===== config.mk =====
export PLATFORM = sky130hd
export DESIGN_NAME = volume_balance_attenuator_control
export DESIGN_NICKNAME = d
export VERILOG_FILES = /design/src/vbac_pkg.sv /design/src/vbac_front.sv /design/src/vbac_queue.sv /design/src/vbac_back.sv /design/src/volume_balance_attenuator_control.sv
export SDC_FILE = /design/constraint.sdc
export NUM_CORES = 1
export LEC_CHECK = 0
export BUFFER_PORTS_ARGS = -buffer_cell sky130_fd_sc_hd__clkbuf_2
export CAP_MARGIN = 20
export CORE_ASPECT_RATIO = 1.1
export CORE_MARGIN = 4
export CORE_UTILIZATION = 45
export CTS_BUF_LIST = sky130_fd_sc_hd__clkbuf_8
export CTS_CLUSTER_DIAMETER = 120
export CTS_CLUSTER_SIZE = 40
export DETAILED_ROUTE_END_ITERATION = 8
export PLACE_DENSITY = 0.6
export SLEW_MARGIN = 10
export SYNTH_ARGS = -nofsm -noshare
export SYNTH_HDL_FRONTEND = slang
export SYNTH_SLANG_ARGS = --single-unit

===== constraint.sdc =====
create_clock -name clock -period 8.2 [get_ports clock]
set_input_delay 0.82 -clock clock [delete_from_list [all_inputs] [get_ports clock]]
set_output_delay 0.82 -clock clock [all_outputs]
set_load 0.1 [all_outputs]

===== src/vbac_pkg.sv =====
// shared types, codes and constants of the volume, balance and mute controller
package vbac_pkg;

   localparam logic [6:0]        VOL_MAX   = 7'd79;
   localparam logic [6:0]        VOL_STEP  = 7'd3;
   localparam logic [6:0]        VOL_RESET = 7'd19;
   localparam logic signed [5:0] BAL_MIN   = -6'sd20;
   localparam logic signed [5:0] BAL_MAX   = 6'sd20;

   localparam logic [7:0] CH_LEFT  = 8'h80;
   localparam logic [7:0] CH_RIGHT = 8'h00;
   localparam logic [7:0] CMD_10DB = 8'h30;
   localparam logic [7:0] CMD_1DB  = 8'h20;

   // reciprocal of 20 scaled by 2^16, exact for sums below 2048
   localparam logic [11:0] RECIP20 = 12'd3277;
   localparam int          RECIP20_SHIFT = 16;
   // reciprocal of 10 scaled by 2^11, exact for values below 80
   localparam logic [7:0]  RECIP10 = 8'd205;

   localparam int QUEUE_DEPTH = 2;

   // register addresses (word index)
   localparam logic REG_SWAP_SIDES = 1'b0;

   typedef enum logic [2:0] {
      FUNC_PRESET   = 3'd0,
      FUNC_VOL_UP   = 3'd1,
      FUNC_VOL_DOWN = 3'd2,
      FUNC_BAL_RIGHT = 3'd3,
      FUNC_BAL_LEFT = 3'd4,
      FUNC_MUTE     = 3'd5
   } func_type;

   // one event after classification: state snapshot and what to emit
   typedef struct packed {
      logic              pair;      // emit left and right commands
      logic              changed;
      logic [6:0]        volume;
      logic signed [5:0] balance;
      logic              mute;
   } job_type;

endpackage


===== src/vbac_front.sv =====
// front end: applies each event to the volume, balance and mute state
module vbac_front import vbac_pkg::*; (
   input  logic              clock,
   input  logic              reset,
   input  logic              req_valid,
   input  logic [2:0]        func,
   input  logic [7:0]        preset_volume,
   input  logic signed [7:0] preset_balance,
   input  logic              preset_mute,
   output logic              push_valid,
   input  logic              push_ready,
   output job_type           push_job
);

   logic [6:0]        vol_ff, vol_in;
   logic signed [5:0] bal_ff, bal_in;
   logic              mute_ff, mute_in;
   logic              changed;
   logic              pair;
   logic              accept;

   assign accept     = req_valid && push_ready;
   assign push_valid = req_valid;

   always_comb begin
      vol_in  = vol_ff;
      bal_in  = bal_ff;
      mute_in = mute_ff;
      changed = 1'b0;
      pair    = 1'b0;
      case (func_type'(func))
         FUNC_PRESET: begin
            vol_in  = (preset_volume > 8'(VOL_MAX)) ? VOL_MAX : preset_volume[6:0];
            if (preset_balance < BAL_MIN) begin
               bal_in = BAL_MIN;
            end else if (preset_balance > BAL_MAX) begin
               bal_in = BAL_MAX;
            end else begin
               bal_in = preset_balance[5:0];
            end
            mute_in = preset_mute;
            changed = (vol_in != vol_ff) || (bal_in != bal_ff) || (mute_in != mute_ff);
            pair    = 1'b1;
         end
         FUNC_VOL_UP: begin
            vol_in  = (vol_ff >= VOL_MAX - VOL_STEP) ? VOL_MAX : vol_ff + VOL_STEP;
            changed = vol_in != vol_ff;
            pair    = changed;
         end
         FUNC_VOL_DOWN: begin
            // from the top level the first step down is a single notch
            if (vol_ff == VOL_MAX) begin
               vol_in = VOL_MAX - 7'd1;
            end else if (vol_ff < VOL_STEP) begin
               vol_in = '0;
            end else begin
               vol_in = vol_ff - VOL_STEP;
            end
            changed = vol_in != vol_ff;
            pair    = changed;
         end
         FUNC_BAL_RIGHT: begin
            bal_in  = (bal_ff == BAL_MAX) ? BAL_MAX : bal_ff + 6'sd1;
            changed = bal_in != bal_ff;
            pair    = changed;
         end
         FUNC_BAL_LEFT: begin
            bal_in  = (bal_ff == BAL_MIN) ? BAL_MIN : bal_ff - 6'sd1;
            changed = bal_in != bal_ff;
            pair    = changed;
         end
         FUNC_MUTE: begin
            mute_in = !mute_ff;
            changed = mute_in;
            pair    = 1'b1;
         end
         default: begin
            changed = 1'b0;
            pair    = 1'b0;
         end
      endcase
   end

   assign push_job.pair    = pair;
   assign push_job.changed = changed;
   assign push_job.volume  = vol_in;
   assign push_job.balance = bal_in;
   assign push_job.mute    = mute_in;

   always_ff @(posedge clock) begin
      if (reset) begin
         vol_ff  <= VOL_RESET;
         bal_ff  <= '0;
         mute_ff <= 1'b0;
      end else if (accept) begin
         vol_ff  <= vol_in;
         bal_ff  <= bal_in;
         mute_ff <= mute_in;
      end
   end

endmodule


===== src/vbac_queue.sv =====
// short job queue between the front end and the command back end
module vbac_queue import vbac_pkg::*; #(
   parameter int DEPTH = QUEUE_DEPTH
) (
   input  logic    clock,
   input  logic    reset,
   input  logic    in_valid,
   output logic    in_ready,
   input  job_type in_job,
   output logic    out_valid,
   input  logic    out_ready,
   output job_type out_job
);

   localparam int PTR_W = (DEPTH > 1) ? $clog2(DEPTH) : 1;
   localparam int CNT_W = $clog2(DEPTH + 1);

   job_type            mem_ff [DEPTH];
   logic [PTR_W-1:0]   wr_ptr_ff, wr_ptr_in;
   logic [PTR_W-1:0]   rd_ptr_ff, rd_ptr_in;
   logic [CNT_W-1:0]   count_ff, count_in;
   logic               push;
   logic               pop;

   assign in_ready  = count_ff != CNT_W'(DEPTH);
   assign out_valid = count_ff != '0;
   assign out_job   = mem_ff[rd_ptr_ff];
   assign push      = in_valid && in_ready;
   assign pop       = out_valid && out_ready;

   always_comb begin
      wr_ptr_in = wr_ptr_ff;
      rd_ptr_in = rd_ptr_ff;
      count_in  = count_ff;
      if (push) begin
         wr_ptr_in = (wr_ptr_ff == PTR_W'(DEPTH - 1)) ? '0 : wr_ptr_ff + 1'b1;
      end
      if (pop) begin
         rd_ptr_in = (rd_ptr_ff == PTR_W'(DEPTH - 1)) ? '0 : rd_ptr_ff + 1'b1;
      end
      if (push && !pop) begin
         count_in = count_ff + 1'b1;
      end else if (pop && !push) begin
         count_in = count_ff - 1'b1;
      end
   end

   always_ff @(posedge clock) begin
      if (reset) begin
         wr_ptr_ff <= '0;
         rd_ptr_ff <= '0;
         count_ff  <= '0;
      end else begin
         wr_ptr_ff <= wr_ptr_in;
         rd_ptr_ff <= rd_ptr_in;
         count_ff  <= count_in;
      end
   end

   always_ff @(posedge clock) begin
      if (push) begin
         mem_ff[wr_ptr_ff] <= in_job;
      end
   end

endmodule


===== src/vbac_back.sv =====
// back end: channel levels, attenuation digits and result sequencing
module vbac_back import vbac_pkg::*; (
   input  logic        clock,
   input  logic        reset,
   input  logic        swap_sides,
   input  logic        job_valid,
   output logic        job_ready,
   input  job_type     job,
   output logic        rsp_valid,
   input  logic        rsp_ready,
   output logic        rsp_changed,
   output logic        rsp_cmd_valid,
   output logic        rsp_right_side,
   output logic [7:0]  rsp_tens_cmd,
   output logic [7:0]  rsp_ones_cmd,
   output logic [6:0]  rsp_cur_volume,
   output logic [5:0]  rsp_cur_balance,
   output logic        rsp_cur_mute,
   output logic        rsp_last
);

   // level clamped to 0..79, zero when muted, turned into attenuation
   function automatic logic [6:0] atten_db(input logic signed [8:0] lvl, input logic mute);
      logic [6:0] level;
      if (mute || lvl < 9'sd0) begin
         level = '0;
      end else if (lvl > signed'(9'(VOL_MAX))) begin
         level = VOL_MAX;
      end else begin
         level = lvl[6:0];
      end
      return VOL_MAX - level;
   endfunction

   function automatic logic [3:0] tens_of(input logic [6:0] db);
      logic [14:0] m;
      m = 15'(db) * 15'(RECIP10);
      return m[14:11];
   endfunction

   function automatic logic [3:0] ones_of(input logic [6:0] db, input logic [3:0] tens);
      logic [6:0] rest;
      rest = db - (7'({tens, 3'b000}) + 7'({tens, 1'b0}));
      return rest[3:0];
   endfunction

   // stage 1: volume times balance
   logic               s1_v_ff, s1_v_in;
   job_type            s1_job_ff;
   logic signed [12:0] s1_prod_ff;
   // stage 2: rounded offset
   logic               s2_v_ff, s2_v_in;
   job_type            s2_job_ff;
   logic signed [7:0]  s2_r_ff;
   // stage 3: attenuation per channel
   logic               s3_v_ff, s3_v_in;
   job_type            s3_job_ff;
   logic [6:0]         s3_db_l_ff, s3_db_r_ff;
   // output register
   logic               o_v_ff, o_v_in;
   logic               o_side_ff, o_side_in;
   job_type            o_job_ff;
   logic [3:0]         o_tens_l_ff, o_ones_l_ff, o_tens_r_ff, o_ones_r_ff;

   logic               o_last;
   logic               o_free;
   logic               s3_acc, s2_acc, s1_acc;
   logic signed [12:0] vol_ext, bal_ext, prod;
   logic [12:0]        prod_abs;
   logic [10:0]        rnd_sum;
   logic [22:0]        rnd_mul;
   logic [6:0]         rnd_q;
   logic signed [7:0]  r_val;
   logic signed [8:0]  lvl_vol, lvl_r, lvl_up, lvl_dn;
   logic [6:0]         db_l, db_r;
   logic [3:0]         tens_l, tens_r;

   assign o_last = !o_job_ff.pair || o_side_ff;
   assign o_free = !o_v_ff || (rsp_ready && o_last);
   assign s3_acc = !s3_v_ff || o_free;
   assign s2_acc = !s2_v_ff || s3_acc;
   assign s1_acc = !s1_v_ff || s2_acc;
   assign job_ready = s1_acc;

   // stage 1 datapath
   assign vol_ext = 13'(signed'({1'b0, job.volume}));
   assign bal_ext = 13'(job.balance);
   assign prod    = vol_ext * bal_ext;

   // stage 2 datapath: round half away from zero of |p|/20
   assign prod_abs = s1_prod_ff[12] ? 13'(-s1_prod_ff) : 13'(s1_prod_ff);
   assign rnd_sum  = prod_abs[10:0] + 11'd10;
   assign rnd_mul  = 23'(rnd_sum) * 23'(RECIP20);
   assign rnd_q    = rnd_mul[RECIP20_SHIFT +: 7];
   assign r_val    = s1_prod_ff[12] ? -signed'({1'b0, rnd_q}) : signed'({1'b0, rnd_q});

   // stage 3 datapath
   assign lvl_vol = signed'({2'b00, s2_job_ff.volume});
   assign lvl_r   = 9'(s2_r_ff);
   assign lvl_up  = lvl_vol + lvl_r;
   assign lvl_dn  = lvl_vol - lvl_r;
   assign db_l    = atten_db(swap_sides ? lvl_up : lvl_dn, s2_job_ff.mute);
   assign db_r    = atten_db(swap_sides ? lvl_dn : lvl_up, s2_job_ff.mute);

   // digits for the output register
   assign tens_l = tens_of(s3_db_l_ff);
   assign tens_r = tens_of(s3_db_r_ff);

   always_comb begin
      s1_v_in   = s1_acc ? job_valid : s1_v_ff;
      s2_v_in   = s2_acc ? s1_v_ff : s2_v_ff;
      s3_v_in   = s3_acc ? s2_v_ff : s3_v_ff;
      o_v_in    = o_v_ff;
      o_side_in = o_side_ff;
      if (o_free) begin
         o_v_in    = s3_v_ff;
         o_side_in = 1'b0;
      end else if (o_v_ff && rsp_ready) begin
         o_side_in = 1'b1;
      end
   end

   always_ff @(posedge clock) begin
      if (reset) begin
         s1_v_ff   <= 1'b0;
         s2_v_ff   <= 1'b0;
         s3_v_ff   <= 1'b0;
         o_v_ff    <= 1'b0;
         o_side_ff <= 1'b0;
      end else begin
         s1_v_ff   <= s1_v_in;
         s2_v_ff   <= s2_v_in;
         s3_v_ff   <= s3_v_in;
         o_v_ff    <= o_v_in;
         o_side_ff <= o_side_in;
      end
   end

   always_ff @(posedge clock) begin
      if (s1_acc) begin
         s1_job_ff  <= job;
         s1_prod_ff <= prod;
      end
      if (s2_acc) begin
         s2_job_ff <= s1_job_ff;
         s2_r_ff   <= r_val;
      end
      if (s3_acc) begin
         s3_job_ff  <= s2_job_ff;
         s3_db_l_ff <= db_l;
         s3_db_r_ff <= db_r;
      end
      if (o_free) begin
         o_job_ff    <= s3_job_ff;
         o_tens_l_ff <= tens_l;
         o_ones_l_ff <= ones_of(s3_db_l_ff, tens_l);
         o_tens_r_ff <= tens_r;
         o_ones_r_ff <= ones_of(s3_db_r_ff, tens_r);
      end
   end

   always_comb begin
      rsp_valid       = o_v_ff;
      rsp_last        = o_last;
      rsp_cur_volume  = o_job_ff.volume;
      rsp_cur_balance = o_job_ff.balance;
      rsp_cur_mute    = o_job_ff.mute;
      if (o_job_ff.pair) begin
         rsp_changed    = o_job_ff.changed;
         rsp_cmd_valid  = 1'b1;
         rsp_right_side = o_side_ff;
         if (o_side_ff) begin
            rsp_tens_cmd = CH_RIGHT | CMD_10DB | 8'(o_tens_r_ff);
            rsp_ones_cmd = CH_RIGHT | CMD_1DB | 8'(o_ones_r_ff);
         end else begin
            rsp_tens_cmd = CH_LEFT | CMD_10DB | 8'(o_tens_l_ff);
            rsp_ones_cmd = CH_LEFT | CMD_1DB | 8'(o_ones_l_ff);
         end
      end else begin
         rsp_changed    = 1'b0;
         rsp_cmd_valid  = 1'b0;
         rsp_right_side = 1'b0;
         rsp_tens_cmd   = '0;
         rsp_ones_cmd   = '0;
      end
   end

endmodule


===== src/volume_balance_attenuator_control.sv =====
// top level of the volume, balance and mute attenuator controller
//
// Each request carries one remote-control event (preset, volume up/down,
// balance right/left, toggle mute). The front end applies it to the stored
// volume (0..79, reset 19), balance (-20..20, reset 0) and mute flag in the
// cycle it is accepted and hands a job to a short queue. The back end works
// the job through three register stages (volume*balance product, rounded
// offset, clamped channel attenuation) into an output register that sends
// the left channel result and then the right one, tlast on the right. A
// volume or balance event that leaves the state as it was gives one result
// with no command. A request is taken every cycle while the queue has room;
// steady-state throughput is set by the single result port carrying one
// channel per cycle while rsp_tready is high, with two results for an event
// that drives commands and one for an event that drives none.
// swap_sides (word 0, reset 1) picks which channel a positive balance
// raises; write it only while the block is idle.
module volume_balance_attenuator_control import vbac_pkg::*; #(
   parameter int QDEPTH = QUEUE_DEPTH
) (
   input  logic        clock,
   input  logic        reset,
   // request channel
   input  logic        req_tvalid,
   output logic        req_tready,
   input  logic [23:0] req_tdata,   // preset_volume[7:0], preset_balance[15:8],
                                    // preset_mute[16], zero fill
   input  logic [2:0]  req_tuser,   // func[2:0]
   // result channel
   output logic        rsp_tvalid,
   input  logic        rsp_tready,
   output logic [31:0] rsp_tdata,   // changed[0], tens_cmd[8:1], ones_cmd[16:9],
                                    // cur_volume[23:17], cur_balance[29:24],
                                    // cur_mute[30], zero fill
   output logic [1:0]  rsp_tuser,   // cmd_valid[0], right_side[1]
   output logic        rsp_tlast,
   // register port
   input  logic        csr_psel,
   input  logic        csr_penable,
   input  logic        csr_pwrite,
   input  logic [2:0]  csr_paddr,
   input  logic [31:0] csr_pwdata,
   output logic [31:0] csr_prdata,
   output logic        csr_pready
);

   logic        swap_ff, swap_in;
   logic        csr_write;

   logic        push_valid, push_ready;
   job_type     push_job;
   logic        pop_valid, pop_ready;
   job_type     pop_job;

   logic        r_changed, r_cmd_valid, r_right_side, r_mute, r_last;
   logic [7:0]  r_tens, r_ones;
   logic [6:0]  r_volume;
   logic [5:0]  r_balance;

   // register port: one word, always ready
   assign csr_pready = 1'b1;
   assign csr_write  = csr_psel && csr_penable && csr_pwrite && csr_pready;
   assign swap_in    = (csr_write && csr_paddr[2] == REG_SWAP_SIDES) ? csr_pwdata[0] : swap_ff;
   assign csr_prdata = (csr_paddr[2] == REG_SWAP_SIDES) ? {31'b0, swap_ff} : '0;

   always_ff @(posedge clock) begin
      if (reset) begin
         swap_ff <= 1'b1;
      end else begin
         swap_ff <= swap_in;
      end
   end

   // request accepted whenever the queue has room
   assign req_tready = push_ready;

   vbac_front u_front (
      .clock          (clock),
      .reset          (reset),
      .req_valid      (req_tvalid),
      .func           (req_tuser),
      .preset_volume  (req_tdata[7:0]),
      .preset_balance (req_tdata[15:8]),
      .preset_mute    (req_tdata[16]),
      .push_valid     (push_valid),
      .push_ready     (push_ready),
      .push_job       (push_job)
   );

   vbac_queue #(
      .DEPTH (QDEPTH)
   ) u_queue (
      .clock     (clock),
      .reset     (reset),
      .in_valid  (push_valid),
      .in_ready  (push_ready),
      .in_job    (push_job),
      .out_valid (pop_valid),
      .out_ready (pop_ready),
      .out_job   (pop_job)
   );

   vbac_back u_back (
      .clock           (clock),
      .reset           (reset),
      .swap_sides      (swap_ff),
      .job_valid       (pop_valid),
      .job_ready       (pop_ready),
      .job             (pop_job),
      .rsp_valid       (rsp_tvalid),
      .rsp_ready       (rsp_tready),
      .rsp_changed     (r_changed),
      .rsp_cmd_valid   (r_cmd_valid),
      .rsp_right_side  (r_right_side),
      .rsp_tens_cmd    (r_tens),
      .rsp_ones_cmd    (r_ones),
      .rsp_cur_volume  (r_volume),
      .rsp_cur_balance (r_balance),
      .rsp_cur_mute    (r_mute),
      .rsp_last        (r_last)
   );

   // pack result fields, lowest bit first
   assign rsp_tdata = {1'b0, r_mute, r_balance, r_volume, r_ones, r_tens, r_changed};
   assign rsp_tuser = {r_right_side, r_cmd_valid};
   assign rsp_tlast = r_last;

endmodule

Word-level counts from Yosys, hierarchy flattened:

Memories as Yosys holds them, arrays and structs flattened. A register that Yosys moved wholly into a read port is not among the register bits.
Index checks and enable logic that the tools add are counted.

* bitwise operators: 1
* eq/ne operators: 16
* muxes and demuxes: 39
* multiply operators: 4
* add/sub/neg operators: 19
* reduce and logical (&&, ||, !) cells: 31
* magnitude comparators: 9

Operators with widths (number)
* 7-bit 2-to-1 mux: 10
* 8-bit 2-to-1 mux: 4
* 7-bit by 8-bit multiplier with 15-bit output, second input constant: 2
* 6-bit 2-to-1 mux: 5
* 11-bit by 12-bit multiplier with 23-bit output, second input constant: 1
* 7-bit != test: 3
* 7-bit case mux with 3 select lines: 1
* 9-bit by 8-bit > comparator with 1-bit output, second input constant: 2
* 9-bit by 1-bit < comparator with 1-bit output, second input constant: 2
* 9-bit 2-to-1 mux: 2
* 6-bit != test: 3
* 6-bit case mux with 3 select lines: 1
* 7-bit subtractor, first input constant: 2
* 8-bit by 6-bit multiplier with 13-bit output: 1
* 6-bit == test, second input constant: 2
* 11-bit by 4-bit adder with 11-bit output, second input constant: 1
* 11-bit 2-to-1 mux: 1
* 11-bit negation: 1
* 1-bit 2-to-1 mux: 10
* 8-bit by 8-bit adder with 9-bit output: 1
* 1-bit logical AND: 9
* 1-bit logical OR: 9
* 8-bit by 8-bit subtractor with 9-bit output: 1
* 4-bit adder: 2
* other kinds (29): 43

* bits of input ports: 69
* bits in registers: 139
* memory bits (writable): 32
* output and inout bits: 70
* logic and storage cells: 161
* memories kept: 1

Memories
* u_queue.mem_ff: depth 2, bits a word 16, read ports 1, clocked after memory_dff 1, write ports 1, RTL line vbac_queue.sv:18 `job_type mem_ff [DEPTH];`

Logic depth before layout (Yosys ltp):

* depth in word-level cells: 11
* gate-level depth with buffers: 31
* mapped depth without buffers: 31

Modules after synthesis:

A second synthesis with hierarchy kept.

* cell total of the unflattened synthesis: 1389
* area total of the unflattened synthesis: 14523.9 µm²

Modules (own cells, without submodules)
* vbac_back: area an instance 10704.0 µm², cells an instance 951, times used 1, sequential area each 3523.4 µm²
* vbac_front: area an instance 2090.8 µm², cells an instance 319, times used 1, sequential area each 280.3 µm²
* vbac_queue: area an instance 1376.3 µm², cells an instance 74, times used 1, sequential area each 1061.0 µm²
* volume_balance_attenuator_control: area an instance 352.8 µm², cells an instance 45, times used 1, sequential area each 20.0 µm²

Least setup slack after synthesis:

OpenSTA, ideal clock, no wires.

* path kind: register to register
* from: register u_back.s1_prod_ff[0]
* to: register u_back.s2_r_ff[4], data pin
* library setup time: 0.259 ns
* data required time: 7.941 ns
* slack: 1.475 ns
* data arrival time: 6.466 ns
* buffers on the path: 0
* cell stages (with the launch flop): 28
* period minus slack after synthesis: 6.725 ns
* path through: edfxtp_1 -> or3_1 -> or4_1 -> o21ai_1 -> xor2_1 -> nor2_1 -> nand2_1 -> nor3_1 -> xnor2_1 -> ha_1 -> inv_1 -> fa_1 -> fa_1 -> fa_1 -> fa_1 -> inv_1 -> ha_1 -> nand3_1 -> o21ai_0 -> a31oi_1 -> a32oi_1 -> xor2_1 -> inv_1 -> ha_1 -> o21ai_1 -> o21ai_0 -> a211oi_2 -> xnor2_1

* longest elaborated chain between the ends: 6

Ends and longest elaborated chain
* from (decl): RTL line vbac_back.sv:50 `logic signed [12:0] s1_prod_ff;`
* from (signal assigned): RTL line vbac_back.sv:142 `s1_prod_ff <= prod;`
* 11-bit negation: RTL line vbac_back.sv:91 `assign prod_abs = s1_prod_ff[12] ? 13'(-s1_prod_ff) : 13'(s1_prod_ff);`
* 11-bit 2-to-1 mux (*): RTL line vbac_back.sv:91
* 11-bit by 4-bit adder with 11-bit output (*): RTL line vbac_back.sv:92 `assign rnd_sum = prod_abs[10:0] + 11'd10;`
* 11-bit by 12-bit multiplier with 23-bit output (*): RTL line vbac_back.sv:93 `assign rnd_mul = 23'(rnd_sum) * 23'(RECIP20);`
* 7-bit negation with 8-bit output: RTL line vbac_back.sv:95 `assign r_val = s1_prod_ff[12] ? -signed'({1'b0, rnd_q}) : signed'({1'b0, rnd_q});`
* 7-bit 2-to-1 mux (*): RTL line vbac_back.sv:95
* via u_back.r_val[4]: RTL line vbac_back.sv:73 `logic signed [7:0] r_val;`
* to (signal assigned): RTL line vbac_back.sv:146 `s2_r_ff <= r_val;`
* to (decl): RTL line vbac_back.sv:54 `logic signed [7:0] s2_r_ff;`

Mark *: on every way through the listed nets, which the timed path passes. The rest lies on a longest branch.
A chain may end at the register's enable or synchronous reset.

Worst setup path in the final report:

Same ends and word-level chain as after synthesis.

==> flow_metrics.py <==
metrics = {
    "synth": {
        "seq_area_frac_synth_pct": 34.4,
        "synth_cell_type_count": 77,
        "synthCells": 1400,
        "ys_ff_latch": 171,
        "syn_area_sq_mm": 0.0142,
        "synth.avg_cell_area_sq_um": 10.2,
        "ys_warn_count": 0,
        "synth_ff_type": "edfxtp_1",
        "synthArstFlopShare_pct": 0,
        "synth-edff-count": 146,
    },
    "setup_path": {
        "critPathBufInv": 3,
        "slowest_stage": "edfxtp_1",
        "endpoint_kind": "register",
        "path_class": "register to register",
        "cp.required_ps": 8410,
        "cpMostUsedCell": "fa_1",
        "crit_family": "adder cells",
        "start_kind": "register",
        "slowest_delay_ps": 580,
        "cp.arrival_ps": 7580,
        "cp_max_fo": 8,
    },
    "final_layout": {
        "num_antenna_cells": 0,
        "syn2layout_area_growth_pct": 5.86,
        "final_layout_size_suffix_gt1_share_pct": 9.08,
        "nets": 1761,
        "fillers": 2987,
    },
    "clock_tree": {
        "htreeDepth": 4,
        "cts_buffers": 17,
        "cts_sinks": 171,
        "clockBufferDepth": 2,
        "cts_resized": 0,
        "cts_tree": "done",
        "hold_buffers": 0,
        "worstSkewPairLatency_ps": 460,
        "cts_setup_buffers": 0,
        "cts.clk_slew.worst_paths_ps": 100,
        "cts_root_buffer": "clkbuf_8",
    },
    "sta": {
        "worst_slew_pin_slew_ps": 882,
        "min_period_ps": 7370,
        "rsz0062_at_grt": "no",
        "tns_ps": 0,
        "finalCritPeriodShare_pct": 89.9,
        "drv_slew": 0,
        "finalSetupViolations": 0,
        "relSlewSlack_pct": 40.4,
        "finClkSkew_ps": 18.1,
        "max_freq_mhz": 136,
        "hold_viol_final": 0,
    },
    "die": {
        "fp.dieW_microns": 177,
        "fp.dieArea_sq_mm": 0.0345,
        "die_h_microns": 194,
        "pin_count": 139,
        "core_area_sq_mm": 0.0313,
        "initial_utilization_pct": 45.4,
        "num_rows": 68,
    },
    "grt": {
        "grt_pass1_vias": 9456,
        "grt_max_degree": 34,
        "grt_use_total_pct": 16.1,
        "grt_overflow": 0,
        "grt_pass1_wl_microns": 45700,
        "antenna_found_initial": 0,
    },
    "worst_hold_path": {
        "hold_class": "register to register",
    },
    "placed_design": {
        "hpwl_microns": 21800,
        "gp_congestion": 0.885,
        "io_buffers": 62,
    },
    "drt": {
        "wl_per_cell_microns": 14.5,
        "vias_per_cell": 5.06,
        "drc": 0,
        "ant_nets": 0,
        "vias": 9417,
        "routed_wl_microns": 27000,
        "drtPass1Iterations": 5,
        "drtIter0Drc": 347,
    },
    "status": {
        "run_status": "finished, final reports clean",
    },
    "flow_run": {
        "maxCapViolations": 0,
    },
}
-- routing by layer --
layer / GRT usage, % / wire [microns] / vias to the layer above
met5: 0 / 0 / -
met1: 20.1 / 11700 / 4456
met4: 3.70 / 323 / 0
met3: 2.70 / 884 / 22
li1: - / - / 4792
met2: 29.2 / 14100 / 147
-- synthesized netlist by cell type (11+ instances only) --
cell type	count	area share [%]
inv_1	190	5.0
xor2_1	34	2.1
nor3_1	18	0.63
fa_1	70	9.9
ha_1	193	17
nor2b_1	17	0.75
nor2_1	88	2.3
buf_4	57	3.0
dfxtp_1	25	3.5
o21ai_0	61	2.1
a21oi_1	61	2.1
edfxtp_1	146	31
mux2i_1	27	1.9
and3_1	11	0.48
and2_1	13	0.57
nand2b_1	13	0.57
nand2_1	100	2.6
xnor2_1	44	2.7
nand3_1	28	0.99
clkbuf_1	27	0.71
o31ai_1	11	0.58
-- registers in the layout, summed over array words and instances, names as in the netlist, 2 cells and up, named ones only --
signal and count:
u_back.s2_r_ff 8, u_front.vol_ff 7, u_back.o_tens_r_ff 4, u_back.s2_job_ff 9
u_back.s1_job_ff 16, u_back.o_tens_l_ff 4, u_front.bal_ff 6, u_back.s3_db_r_ff 7
u_back.o_job_ff 2, u_back.o_ones_l_ff 4, u_back.s3_db_l_ff 7, u_queue.count_ff 2
u_queue.mem_ff 32, u_back.lvl_vol 7, u_back.rsp_cur_volume 7, u_back.s3_job_ff 16
u_back.o_ones_r_ff 4, u_back.s1_prod_ff 12, u_back.rsp_cur_balance 6
-- kinds of logic (layout without fill, tap and decap cells) --
logic type | after synthesis | count (layout) | synth area share, %
simple gates | 334 | 334 | 11.3
flops | 171 | 171 | 34.4
fa+ha+maj | 263 | 263 | 26.8
other cells | 2 | 36 | 0.0528
compound gates | 231 | 231 | 10.4
xor+xnor | 80 | 80 | 5.12
buf+inv | 283 | 291 | 9.23
mux | 36 | 36 | 2.64
-- worst paths after layout --
check	start	to	depth (start not counted)	slack, ps
max	u_back.s1_prod_ff[0]	u_back.s2_r_ff[4]	27	830
min	u_back.s3_job_ff[2]	u_back.rsp_cur_balance[1]	0	420
max reg2reg	u_back.s1_prod_ff[0]	u_back.s2_r_ff[4]	27	830
min reg2reg	u_back.s3_job_ff[2]	u_back.rsp_cur_balance[1]	0	420
-- worst reg2reg max path: stages (launching register included) --
cell and delay [ps]:
edfxtp_1 580, or3_1 450, or4_1 430, o21ai_1 160, xor2_1 270, nor2_1 80, nand2_1 110, nor3_1 70
xnor2_1 330, ha_1 320, inv_1 90, fa_1 450, fa_1 530, fa_1 520, fa_1 540, inv_1 40
ha_1 360, nand3_1 90, o21ai_0 160, a31oi_1 70, a32oi_1 250, xor2_1 270, inv_1 70, ha_1 200
o21ai_1 180, o21ai_0 160, a211oi_2 270, xnor2_1 80
-- final cells by class --
class                   instances  area (sq um)  share of cell area [%]
flip-flops and latches        171          4880                    32.5
clock buffers                  17           234                    1.55
well taps                     420           526                    3.49
repair buffers                 68           363                    2.41
clock inverters                15           178                    1.18
multi-input cells             980          8150                    54.1
inverters                     191           717                    4.76
-- stage by stage --
step	instance area (sq um)	cells	utilization [%]	setup slack (ps)	hold WS, ps
3_5_place_dp	14600	1829	46.7	770	405
4_1_cts	15000	1861	48.0	758	427
5_1_grt	15000	1862	48.1	259	429
6_report	15000	1862	48.1	832	424
3_3_place_gp	14600	1829	46.7	832	403
2_1_floorplan	14300	1434	-	1480	400
-- cells in the final DEF, fill, tap and decap left out, types with 25 or more instances in the layout --
cell      count
nand2_1     100
clkbuf_2     62
inv_1       190
nand3_1      28
xor2_1       34
mux2i_1      27
a21oi_1      61
dfxtp_1      25
nor2_1       88
xnor2_1      44
fa_1         70
o21ai_0      61
edfxtp_1    146
ha_1        193
conb_1       36
Power is not shown: default switching activity piles up to over one toggle a cycle in this logic, so the estimate is an artifact.
